$ cat config.mk
export PLATFORM = sky130hd
export DESIGN_NAME = sorted_timer_queue_top_flat
export DESIGN_NICKNAME = d
export VERILOG_FILES = /design/src/sv/stq_pkg.sv /design/src/sv/stq_if.sv /design/src/sv/sorted_timer_queue_top.sv /design/src/sv/stq_cell.sv /design/src/flat_wrapper.sv
export SDC_FILE = /design/constraint.sdc
export NUM_CORES = 2
export LEC_CHECK = 0
export ABC_AREA = 0
export BUFFER_PORTS_ARGS = -buffer_cell sky130_fd_sc_hd__buf_4
export CORE_MARGIN = 2
export CORE_UTILIZATION = 50
export DETAILED_ROUTE_END_ITERATION = 8
export PLACE_DENSITY = 0.67
export SYNTH_ARGS = -nofsm -noshare
export SYNTH_HDL_FRONTEND = slang
export SYNTH_SLANG_ARGS = --single-unit
$ cat constraint.sdc
create_clock -name i_clk -period 8.4 [get_ports i_clk]
set_input_delay 1.68 -clock i_clk [delete_from_list [all_inputs] [get_ports i_clk]]
set_output_delay 1.68 -clock i_clk [all_outputs]
set_load 0.05 [all_outputs]
$ cat src/sv/stq_pkg.sv
`timescale 1ns / 1ps
// ----------------------------------------------------------------------------
// stq_pkg
// Types, sizes and codes shared by the sorted timer queue.
// ----------------------------------------------------------------------------
package stq_pkg;

    localparam int DEPTH  = 16;
    localparam int CNT_W  = $clog2(DEPTH + 1);
    localparam int ID_W   = 8;
    localparam int TIME_W = 40;
    localparam int EL_W   = 39;

    typedef enum logic [1:0] {
        REQ_INSERT = 2'd0,
        REQ_REMOVE = 2'd1,
        REQ_FIRE   = 2'd2
    } t_req_type;

    typedef enum logic [1:0] {
        STAT_OK        = 2'd0,
        STAT_FULL      = 2'd1,
        STAT_NOT_FOUND = 2'd2,
        STAT_EMPTY     = 2'd3
    } t_status;

    typedef enum logic [2:0] {
        ST_IDLE,
        ST_POP,
        ST_CMP,
        ST_SHIFT,
        ST_DONE
    } t_state;

    // per-cycle command broadcast to every cell
    typedef enum logic [2:0] {
        CO_HOLD,
        CO_POP,
        CO_CMP_INS,
        CO_CMP_REM,
        CO_SHIFT_INS,
        CO_SHIFT_REM
    } t_cell_op;

    typedef struct packed {
        logic [ID_W-1:0]          id;
        logic signed [TIME_W-1:0] time_v;
    } t_entry;

    typedef struct packed {
        t_cell_op                 op;
        t_entry                   key;
        logic [EL_W-1:0]          elapsed;
    } t_cell_bus;

    typedef struct packed {
        logic [1:0]               req_type;
        logic [ID_W-1:0]          timer_id;
        logic signed [TIME_W-1:0] time_value;
        logic [EL_W-1:0]          elapsed;
        logic                     rearm;
    } t_req;

    typedef struct packed {
        t_status                  status;
        logic [ID_W-1:0]          fired_id;
        logic                     head_valid;
        logic [ID_W-1:0]          head_id;
        logic signed [TIME_W-1:0] head_time;
        logic [CNT_W-1:0]         timer_count;
    } t_rsp;

    function automatic logic t_less(input logic signed [TIME_W-1:0] a,
                                    input logic signed [TIME_W-1:0] b);
        return a < b;
    endfunction

endpackage

$ cat src/sv/stq_if.sv
`timescale 1ns / 1ps
// ----------------------------------------------------------------------------
// stq_req_if / stq_rsp_if
// Valid/ready channels carrying timer requests and results.
// ----------------------------------------------------------------------------
interface stq_req_if;
    import stq_pkg::*;
    logic valid;
    logic ready;
    t_req data;
    modport source (output valid, output data, input ready);
    modport sink   (input valid, input data, output ready);
endinterface

interface stq_rsp_if;
    import stq_pkg::*;
    logic valid;
    logic ready;
    t_rsp data;
    modport source (output valid, output data, input ready);
    modport sink   (input valid, input data, output ready);
endinterface

$ cat src/sv/sorted_timer_queue_top.sv
`timescale 1ns / 1ps
// From request transfer to result register: an ignored or rejected request
// goes straight to the done state, a fire without rearm passes the pop state,
// insert and remove pass compare and shift, and a fire with rearm passes pop,
// compare and shift. One request is in work at a time; the next transfer is
// taken the cycle after the result is registered, once the output register is free.
// Reset (synchronous, active low) empties the queue and the result register.
// ----------------------------------------------------------------------------
// sorted_timer_queue_top
// Timer list kept sorted by remaining time in a chain of compare/shift cells.
// ----------------------------------------------------------------------------
module sorted_timer_queue_top (
    input  logic           i_clk,
    input  logic           i_rst_n,
    stq_req_if.sink        i_req,
    stq_rsp_if.source      o_rsp
);
    import stq_pkg::*;

    // control
    t_state              r_state, n_state;
    logic [CNT_W-1:0]    r_count, n_count;
    logic                r_ins, n_ins;        // pending compare is an insert
    t_status             r_status, n_status;
    logic [ID_W-1:0]     r_fired, n_fired;
    logic                r_rsp_valid, n_rsp_valid;

    // captured request payload
    t_entry              r_key, n_key;
    logic [EL_W-1:0]     r_el, n_el;
    logic                r_rearm, n_rearm;

    t_rsp                r_rsp, n_rsp;

    // cell chain wiring
    t_cell_bus           w_bus;
    t_entry              w_entry [DEPTH];
    logic                w_any   [DEPTH+1];

    logic                w_take;              // request transfer this cycle
    logic                w_found;             // some cell flagged in the compare pass

    assign w_take  = i_req.valid && i_req.ready;
    assign w_found = w_any[DEPTH];
    assign w_any[0] = 1'b0;

    genvar k;
    generate
        for (k = 0; k < DEPTH; k++) begin : g_cell
            t_entry w_left, w_right;
            logic   w_occ;
            if (k == 0) begin : g_first
                assign w_left = r_key;
            end else begin : g_mid_l
                assign w_left = w_entry[k-1];
            end
            if (k == DEPTH - 1) begin : g_last
                assign w_right = '0;
            end else begin : g_mid_r
                assign w_right = w_entry[k+1];
            end
            assign w_occ = r_count > CNT_W'(k);

            stq_cell u_cell (
                .i_clk     (i_clk),
                .i_rst_n   (i_rst_n),
                .i_bus     (w_bus),
                .i_is_head (k == 0),
                .i_occ     (w_occ),
                .i_left    (w_left),
                .i_right   (w_right),
                .i_any     (w_any[k]),
                .o_any     (w_any[k+1]),
                .o_entry   (w_entry[k])
            );
        end
    endgenerate

    // sequencer: next state, cell command and result
    always_comb begin
        n_state     = r_state;
        n_count     = r_count;
        n_ins       = r_ins;
        n_status    = r_status;
        n_fired     = r_fired;
        n_key       = r_key;
        n_el        = r_el;
        n_rearm     = r_rearm;
        n_rsp       = r_rsp;
        n_rsp_valid = r_rsp_valid;
        w_bus.op      = CO_HOLD;
        w_bus.key     = r_key;
        w_bus.elapsed = r_el;

        // result drained by the sink
        if (o_rsp.ready) begin
            n_rsp_valid = 1'b0;
        end

        case (r_state)
            ST_IDLE: begin
                if (w_take) begin
                    n_key.id     = i_req.data.timer_id;
                    n_key.time_v = i_req.data.time_value;
                    n_el         = i_req.data.elapsed;
                    n_rearm      = i_req.data.rearm;
                    n_status     = STAT_OK;
                    n_fired      = '0;
                    case (t_req_type'(i_req.data.req_type))
                        REQ_INSERT: begin
                            n_ins = 1'b1;
                            if (r_count == CNT_W'(DEPTH)) begin
                                n_status = STAT_FULL;
                                n_state  = ST_DONE;
                            end else begin
                                n_state = ST_CMP;
                            end
                        end
                        REQ_REMOVE: begin
                            n_ins   = 1'b0;
                            n_state = ST_CMP;
                        end
                        REQ_FIRE: begin
                            n_ins = 1'b1;
                            if (r_count == '0) begin
                                n_status = STAT_EMPTY;
                                n_state  = ST_DONE;
                            end else begin
                                n_fired = w_entry[0].id;
                                n_state = ST_POP;
                            end
                        end
                        default: n_state = ST_DONE;
                    endcase
                end
            end
            ST_POP: begin
                // drop head, age the rest; rearm re-inserts the popped id
                w_bus.op = CO_POP;
                n_count  = r_count - CNT_W'(1);
                n_key.id = r_fired;
                n_state  = r_rearm ? ST_CMP : ST_DONE;
            end
            ST_CMP: begin
                w_bus.op = r_ins ? CO_CMP_INS : CO_CMP_REM;
                n_state  = ST_SHIFT;
            end
            ST_SHIFT: begin
                w_bus.op = r_ins ? CO_SHIFT_INS : CO_SHIFT_REM;
                if (r_ins) begin
                    n_count = r_count + CNT_W'(1);
                end else if (w_found) begin
                    n_count = r_count - CNT_W'(1);
                end else begin
                    n_status = STAT_NOT_FOUND;
                end
                n_state = ST_DONE;
            end
            ST_DONE: begin
                // load result once the output register is free
                if (!r_rsp_valid || o_rsp.ready) begin
                    n_rsp.status      = r_status;
                    n_rsp.fired_id    = r_fired;
                    n_rsp.head_valid  = r_count != '0;
                    n_rsp.head_id     = (r_count != '0) ? w_entry[0].id : '0;
                    n_rsp.head_time   = (r_count != '0) ? w_entry[0].time_v : '0;
                    n_rsp.timer_count = r_count;
                    n_rsp_valid       = 1'b1;
                    n_state           = ST_IDLE;
                end
            end
            default: n_state = ST_IDLE;
        endcase
    end

    always_ff @(posedge i_clk) begin
        if (!i_rst_n) begin
            r_state     <= ST_IDLE;
            r_count     <= '0;
            r_ins       <= 1'b0;
            r_status    <= STAT_OK;
            r_fired     <= '0;
            r_rsp_valid <= 1'b0;
        end else begin
            r_state     <= n_state;
            r_count     <= n_count;
            r_ins       <= n_ins;
            r_status    <= n_status;
            r_fired     <= n_fired;
            r_rsp_valid <= n_rsp_valid;
        end
    end

    // payload registers
    always_ff @(posedge i_clk) begin
        r_key   <= n_key;
        r_el    <= n_el;
        r_rearm <= n_rearm;
        r_rsp   <= n_rsp;
    end

    assign i_req.ready = (r_state == ST_IDLE);
    assign o_rsp.valid = r_rsp_valid;
    assign o_rsp.data  = r_rsp;

endmodule

$ cat src/sv/stq_cell.sv
`timescale 1ns / 1ps
// ----------------------------------------------------------------------------
// stq_cell
// One slot of the timer chain: compare, shift and pop against its neighbors.
// ----------------------------------------------------------------------------
module stq_cell (
    input  logic               i_clk,
    input  logic               i_rst_n,
    input  stq_pkg::t_cell_bus i_bus,
    input  logic               i_is_head,
    input  logic               i_occ,
    input  stq_pkg::t_entry    i_left,
    input  stq_pkg::t_entry    i_right,
    input  logic               i_any,
    output logic               o_any,
    output stq_pkg::t_entry    o_entry
);
    import stq_pkg::*;

    t_entry r_entry, n_entry;
    logic   r_flag, n_flag;

    always_comb begin
        n_entry = r_entry;
        n_flag  = r_flag;
        case (i_bus.op)
            CO_POP: begin
                n_entry.id     = i_right.id;
                n_entry.time_v = i_right.time_v - $signed({1'b0, i_bus.elapsed});
            end
            CO_CMP_INS: begin
                // head: go first only if head is strictly later
                if (i_is_head) begin
                    n_flag = !i_occ || t_less(i_bus.key.time_v, r_entry.time_v);
                end else begin
                    n_flag = !i_occ || !t_less(r_entry.time_v, i_bus.key.time_v);
                end
            end
            CO_CMP_REM: n_flag = i_occ && (r_entry.id == i_bus.key.id);
            CO_SHIFT_INS: begin
                if (i_any) begin
                    n_entry = i_left;
                end else if (r_flag) begin
                    n_entry = i_bus.key;
                end
            end
            CO_SHIFT_REM: begin
                if (i_any || r_flag) begin
                    n_entry = i_right;
                end
            end
            default: ;
        endcase
    end

    always_ff @(posedge i_clk) begin
        r_entry <= n_entry;
        if (!i_rst_n) begin
            r_flag <= 1'b0;
        end else begin
            r_flag <= n_flag;
        end
    end

    assign o_any   = i_any | r_flag;
    assign o_entry = r_entry;

endmodule

$ cat src/flat_wrapper.sv
// flat-port wrapper written by rule: the top's interface ports become plain ports
module sorted_timer_queue_top_flat import stq_pkg::*;
  (i_clk, i_rst_n, i_req_valid, i_req_data, i_req_ready, o_rsp_valid, o_rsp_data, o_rsp_ready);
  stq_req_if i_req_i ();
  stq_rsp_if o_rsp_i ();
  input  logic i_clk;
  input  logic i_rst_n;
  input wire logic [$bits(i_req_i.valid)-1:0] i_req_valid;
  input wire logic [$bits(i_req_i.data)-1:0] i_req_data;
  output wire logic [$bits(i_req_i.ready)-1:0] i_req_ready;
  output wire logic [$bits(o_rsp_i.valid)-1:0] o_rsp_valid;
  output wire logic [$bits(o_rsp_i.data)-1:0] o_rsp_data;
  input wire logic [$bits(o_rsp_i.ready)-1:0] o_rsp_ready;
  assign i_req_i.valid = i_req_valid;
  assign i_req_i.data = i_req_data;
  assign i_req_ready = i_req_i.ready;
  assign o_rsp_valid = o_rsp_i.valid;
  assign o_rsp_data = o_rsp_i.data;
  assign o_rsp_i.ready = o_rsp_ready;
  sorted_timer_queue_top u_core (.i_clk(i_clk), .i_rst_n(i_rst_n), .i_req(i_req_i), .o_rsp(o_rsp_i));
endmodule
==> metrics.cfg <==
[yosys]
synth_edf_count = 920
synthMuxAreaShare = 0.0593
syn_nets = 12074
ys_seq_elements = 956
synth-seq-area-share = 0.298
ys.flop_type = edfxtp_1
yosys.area_share.adder = 0.163
synth_compound_area_frac = 0.251
synth_cell_types = 90
synth_xor_area_frac = 0.0571
synthCells = 10750
synth_top_family_by_area = compound AO/OA/AOI/OAI gates
ys_warn_count = 0
netlist_area_um2 = 95200
synth-async-reset-ratio = 0
syn_avg_cell_area_um2 = 8.86
synthSimpleGateAreaFrac = 0.138

[worst_setup_path]
path_cells = buf_4 -> inv_1 -> buf_4 -> ha_1 -> nor2b_1 -> o21a_1 -> o21ai_1 -> a211oi_1 -> o211ai_1 -> a2111oi_0 -> nor2_1 -> o31ai_1 -> xnor2_1 -> o21ai_0
worst_ep_required_time_ns = 8.91
worstSetupPathType = reg -> reg
critPathTopFamily = compound AO/OA/AOI/OAI gates
rr_worst_depth = 14
reg2reg_from = u_core.r_el[1]$_DFFE_PP_
cp_slowest_cell = a2111oi_0
cp-end-kind = flip-flop
startpoint = u_core.r_el[1]$_DFFE_PP_
crit_arrival_ns = 6.16
cp_num_cells = 14
crit_buf_inv = 3
cpMostUsedCell = buf_4
cp-endpoint = u_core.g_cell[14].u_cell.o_entry[35]$_DFFE_PP_
max_stage_delay_ns = 1.20
reg2reg_to = u_core.g_cell[14].u_cell.o_entry[35]$_DFFE_PP_
critPathMaxFanout = 18
start_kind = flip-flop
rrSetupSlack_ns = 2.75

[timing]
drv_slew = 0
tns_ns = 0
rsz0062_at_grt = no
period_share = 0.673
hold_violations = 0
finalCriticalPeriod_ns = 5.65
max_freq_mhz = 177
slew-limit-headroom = 0.0957
setup_viol = 0
clock_skew_ns = 0.0338
worst_pin_slew_ns = 1.32

[grt]
grtUsageTotal = 0.338
antenna_found_initial = 3
grt_overflow = 0
grt_max_degree = 211
grt_pass1_vias = 84436
grt_pass1_wl_um = 507000

[drt]
vias = 87693
drtIter0Drc = 9331
via_per_inst = 6.60
first_pass_iters = 9
wire_per_inst_um = 25.5
postRouteAntennaNets = 0
drc = 0
wl_um = 339000

[run]
cap_violations = 0

[die]
initial_core_util = 0.502
rows = 160
core_um2 = 190000
ioPinCount = 160
die_w_um = 440
die_h_um = 440
dieArea_um2 = 194000

[clocking]
root_buffer = clkbuf_16
htreeDepth = 3
cts_resized = 0
path_clk_slew_ns = 0.06
cts_hold_buffers = 0
cts_tree = built
cts_made_buffers = 120
clk_latency_ns = 0.82
clockBufferDepth = 3
cts_setup_buffers = 0
numClockSinks = 956

[finish]
multi_input_area_um2 = 63800
final_core_util = 0.543
area_growth_pct = 8.17
fill_cells = 17230
fin_nets = 11999
drive_gt1_frac = 0.0602
seq_area_um2 = 28400

[place]
hpwl_um = 259000
place_congestion = 1.03
portBuffers = 159

[power_and_ir_drop]
total_leakage_power_nw = 41.8
p_per_area_nw_per_um2 = 238
vdd_ir_drop_max_uv = 234

[run_status]
status = completed

[worst_hold_path]
hold_class = reg -> reg

-- power breakdown --
group          switching (mW)  leakage (nW)  internal [mW]
registers               0.797          8.74           6.42
logic                    7.43          31.2           4.70
clock network            2.32          1.84           2.82
total                    10.5          41.8           13.9
-- cell usage after synthesis (18+ instances only) --
| library cell | n | area [µm²] |
|---|---|---|
| a211o_1 | 24 | 210 |
| a211oi_1 | 114 | 856 |
| nor3_1 | 128 | 641 |
| mux2i_1 | 552 | 5530 |
| a31oi_1 | 96 | 601 |
| a2111oi_0 | 36 | 315 |
| nand2b_1 | 158 | 988 |
| o21ai_0 | 962 | 4810 |
| buf_2 | 29 | 145 |
| nand3b_1 | 19 | 143 |
| o21a_1 | 83 | 623 |
| a31o_2 | 18 | 158 |
| ha_1 | 1215 | 15200 |
| nand4_1 | 193 | 1210 |
| and2_1 | 53 | 332 |
| nor3b_1 | 28 | 210 |
| a21oi_1 | 789 | 3950 |
| a21o_1 | 441 | 3310 |
| nand2_1 | 1038 | 3900 |
| o31a_1 | 24 | 210 |
| o22ai_1 | 57 | 357 |
| o21bai_1 | 59 | 443 |
| or2_2 | 27 | 169 |
| dfxtp_1 | 36 | 721 |
| and4_1 | 18 | 158 |
| a311oi_1 | 22 | 193 |
| xnor2_1 | 330 | 2890 |
| clkbuf_1 | 458 | 1720 |
| o31ai_1 | 88 | 661 |
| inv_1 | 299 | 1120 |
| o211ai_1 | 659 | 4950 |
| or3_1 | 43 | 269 |
| a21boi_0 | 33 | 248 |
| edfxtp_1 | 920 | 27600 |
| o21ai_1 | 92 | 460 |
| and3_1 | 75 | 469 |
| nor2b_1 | 116 | 726 |
| xor2_1 | 291 | 2550 |
| nor4_1 | 54 | 338 |
| nand3_1 | 207 | 1040 |
| nor2_1 | 545 | 2050 |
| buf_1 | 69 | 259 |
-- per-stage QoR --
step	instances	power (mW)	hold slack [ns]	worst slack [ns]	cell area, µm²
2_1_floorplan	10750	15.8	0.408	0.924	95200
3_3_place_gp	13064	18.8	0.418	2.99	99300
3_5_place_dp	13064	19.1	0.424	3.02	99300
4_1_cts	13287	24.3	0.438	3.00	103000
5_1_grt	13288	25.9	0.455	2.81	103000
6_report	13290	24.5	0.439	2.75	103000
-- worst min-delay path by stage --
stage,startpoint,cells past startpoint,to
after detailed placement,u_core.r_status[1]$_SDFFE_PN0P_,0,u_core.o_rsp.data[63]$_DFFE_PP_
after floorplan,u_core.r_status[0]$_SDFFE_PN0P_,0,u_core.o_rsp.data[62]$_DFFE_PP_
after global placement,u_core.r_status[0]$_SDFFE_PN0P_,0,u_core.o_rsp.data[62]$_DFFE_PP_
after CTS,u_core.r_status[1]$_SDFFE_PN0P_,0,u_core.o_rsp.data[63]$_DFFE_PP_
after global routing,u_core.r_status[0]$_SDFFE_PN0P_,0,u_core.o_rsp.data[62]$_DFFE_PP_
final,u_core.r_status[0]$_SDFFE_PN0P_,0,u_core.o_rsp.data[62]$_DFFE_PP_
-- logic make-up after synthesis --
family	Yosys count
AOI/OAI and AO/OA	3763
and+or+nand+nor	2754
adders and majority gates	1230
DFF	956
buffers and inverters	863
xor gates and xnor gates	621
muxes	563
-- flip-flops by register name (all words and copies together), names as in the netlist --
name / flops
u_core.r_el: 39
u_core.r_count: 5
u_core.g_cell.u_cell.o_entry: 768
u_core.o_rsp.data: 64
u_core.r_fired: 8
u_core.g_cell.w_left: 48
u_core.g_cell.u_cell.r_flag: 16
u_core.r_ins: 1
u_core.r_state: 3
u_core.r_rearm: 1
u_core.r_status: 2
u_core.o_rsp.valid: 1
-- metal layers --
layer,global-route usage,part of all wire,up-vias
met4,0.158,0.050,0
met2,0.530,0.44,4229
met1,0.460,0.42,41861
met3,0.0465,0.088,721
li1,-,-,40882
met5,0,0,-
-- final cells by class --
cell class / count / area share
well taps: 2511 / 0.0305
inverters: 300 / 0.0110
multi-input cells: 8931 / 0.619
repair buffers: 366 / 0.0275
clock buffers: 151 / 0.0308
clock inverters: 72 / 0.00551
flip-flops and latches: 956 / 0.275
diodes: 3 / 0.0000729
-- layout by cell type, fill, tap and decap left out, types with 32 or more instances in the layout --
cell type,instances
a21boi_0,33
o31ai_1,88
ha_1,1215
xnor2_1,330
nor2_1,539
nand2b_1,158
and2_1,52
nor4_1,53
nor2b_1,115
o21ai_1,92
a21o_1,436
nand3_1,207
nand2_1,1033
nor3_1,126
o21bai_1,58
edfxtp_1,920
mux2i_1,552
dfxtp_1,34
clkinv_2,32
a21oi_1,784
a211oi_1,114
xor2_1,291
o21a_1,83
clkbuf_16,121
o21ai_0,962
or3_1,41
a31oi_1,95
o211ai_1,659
nand4_1,193
and3_1,74
inv_1,298
buf_4,359
a2111oi_0,36
o22ai_1,57
Power figures use the tool's default switching activity.
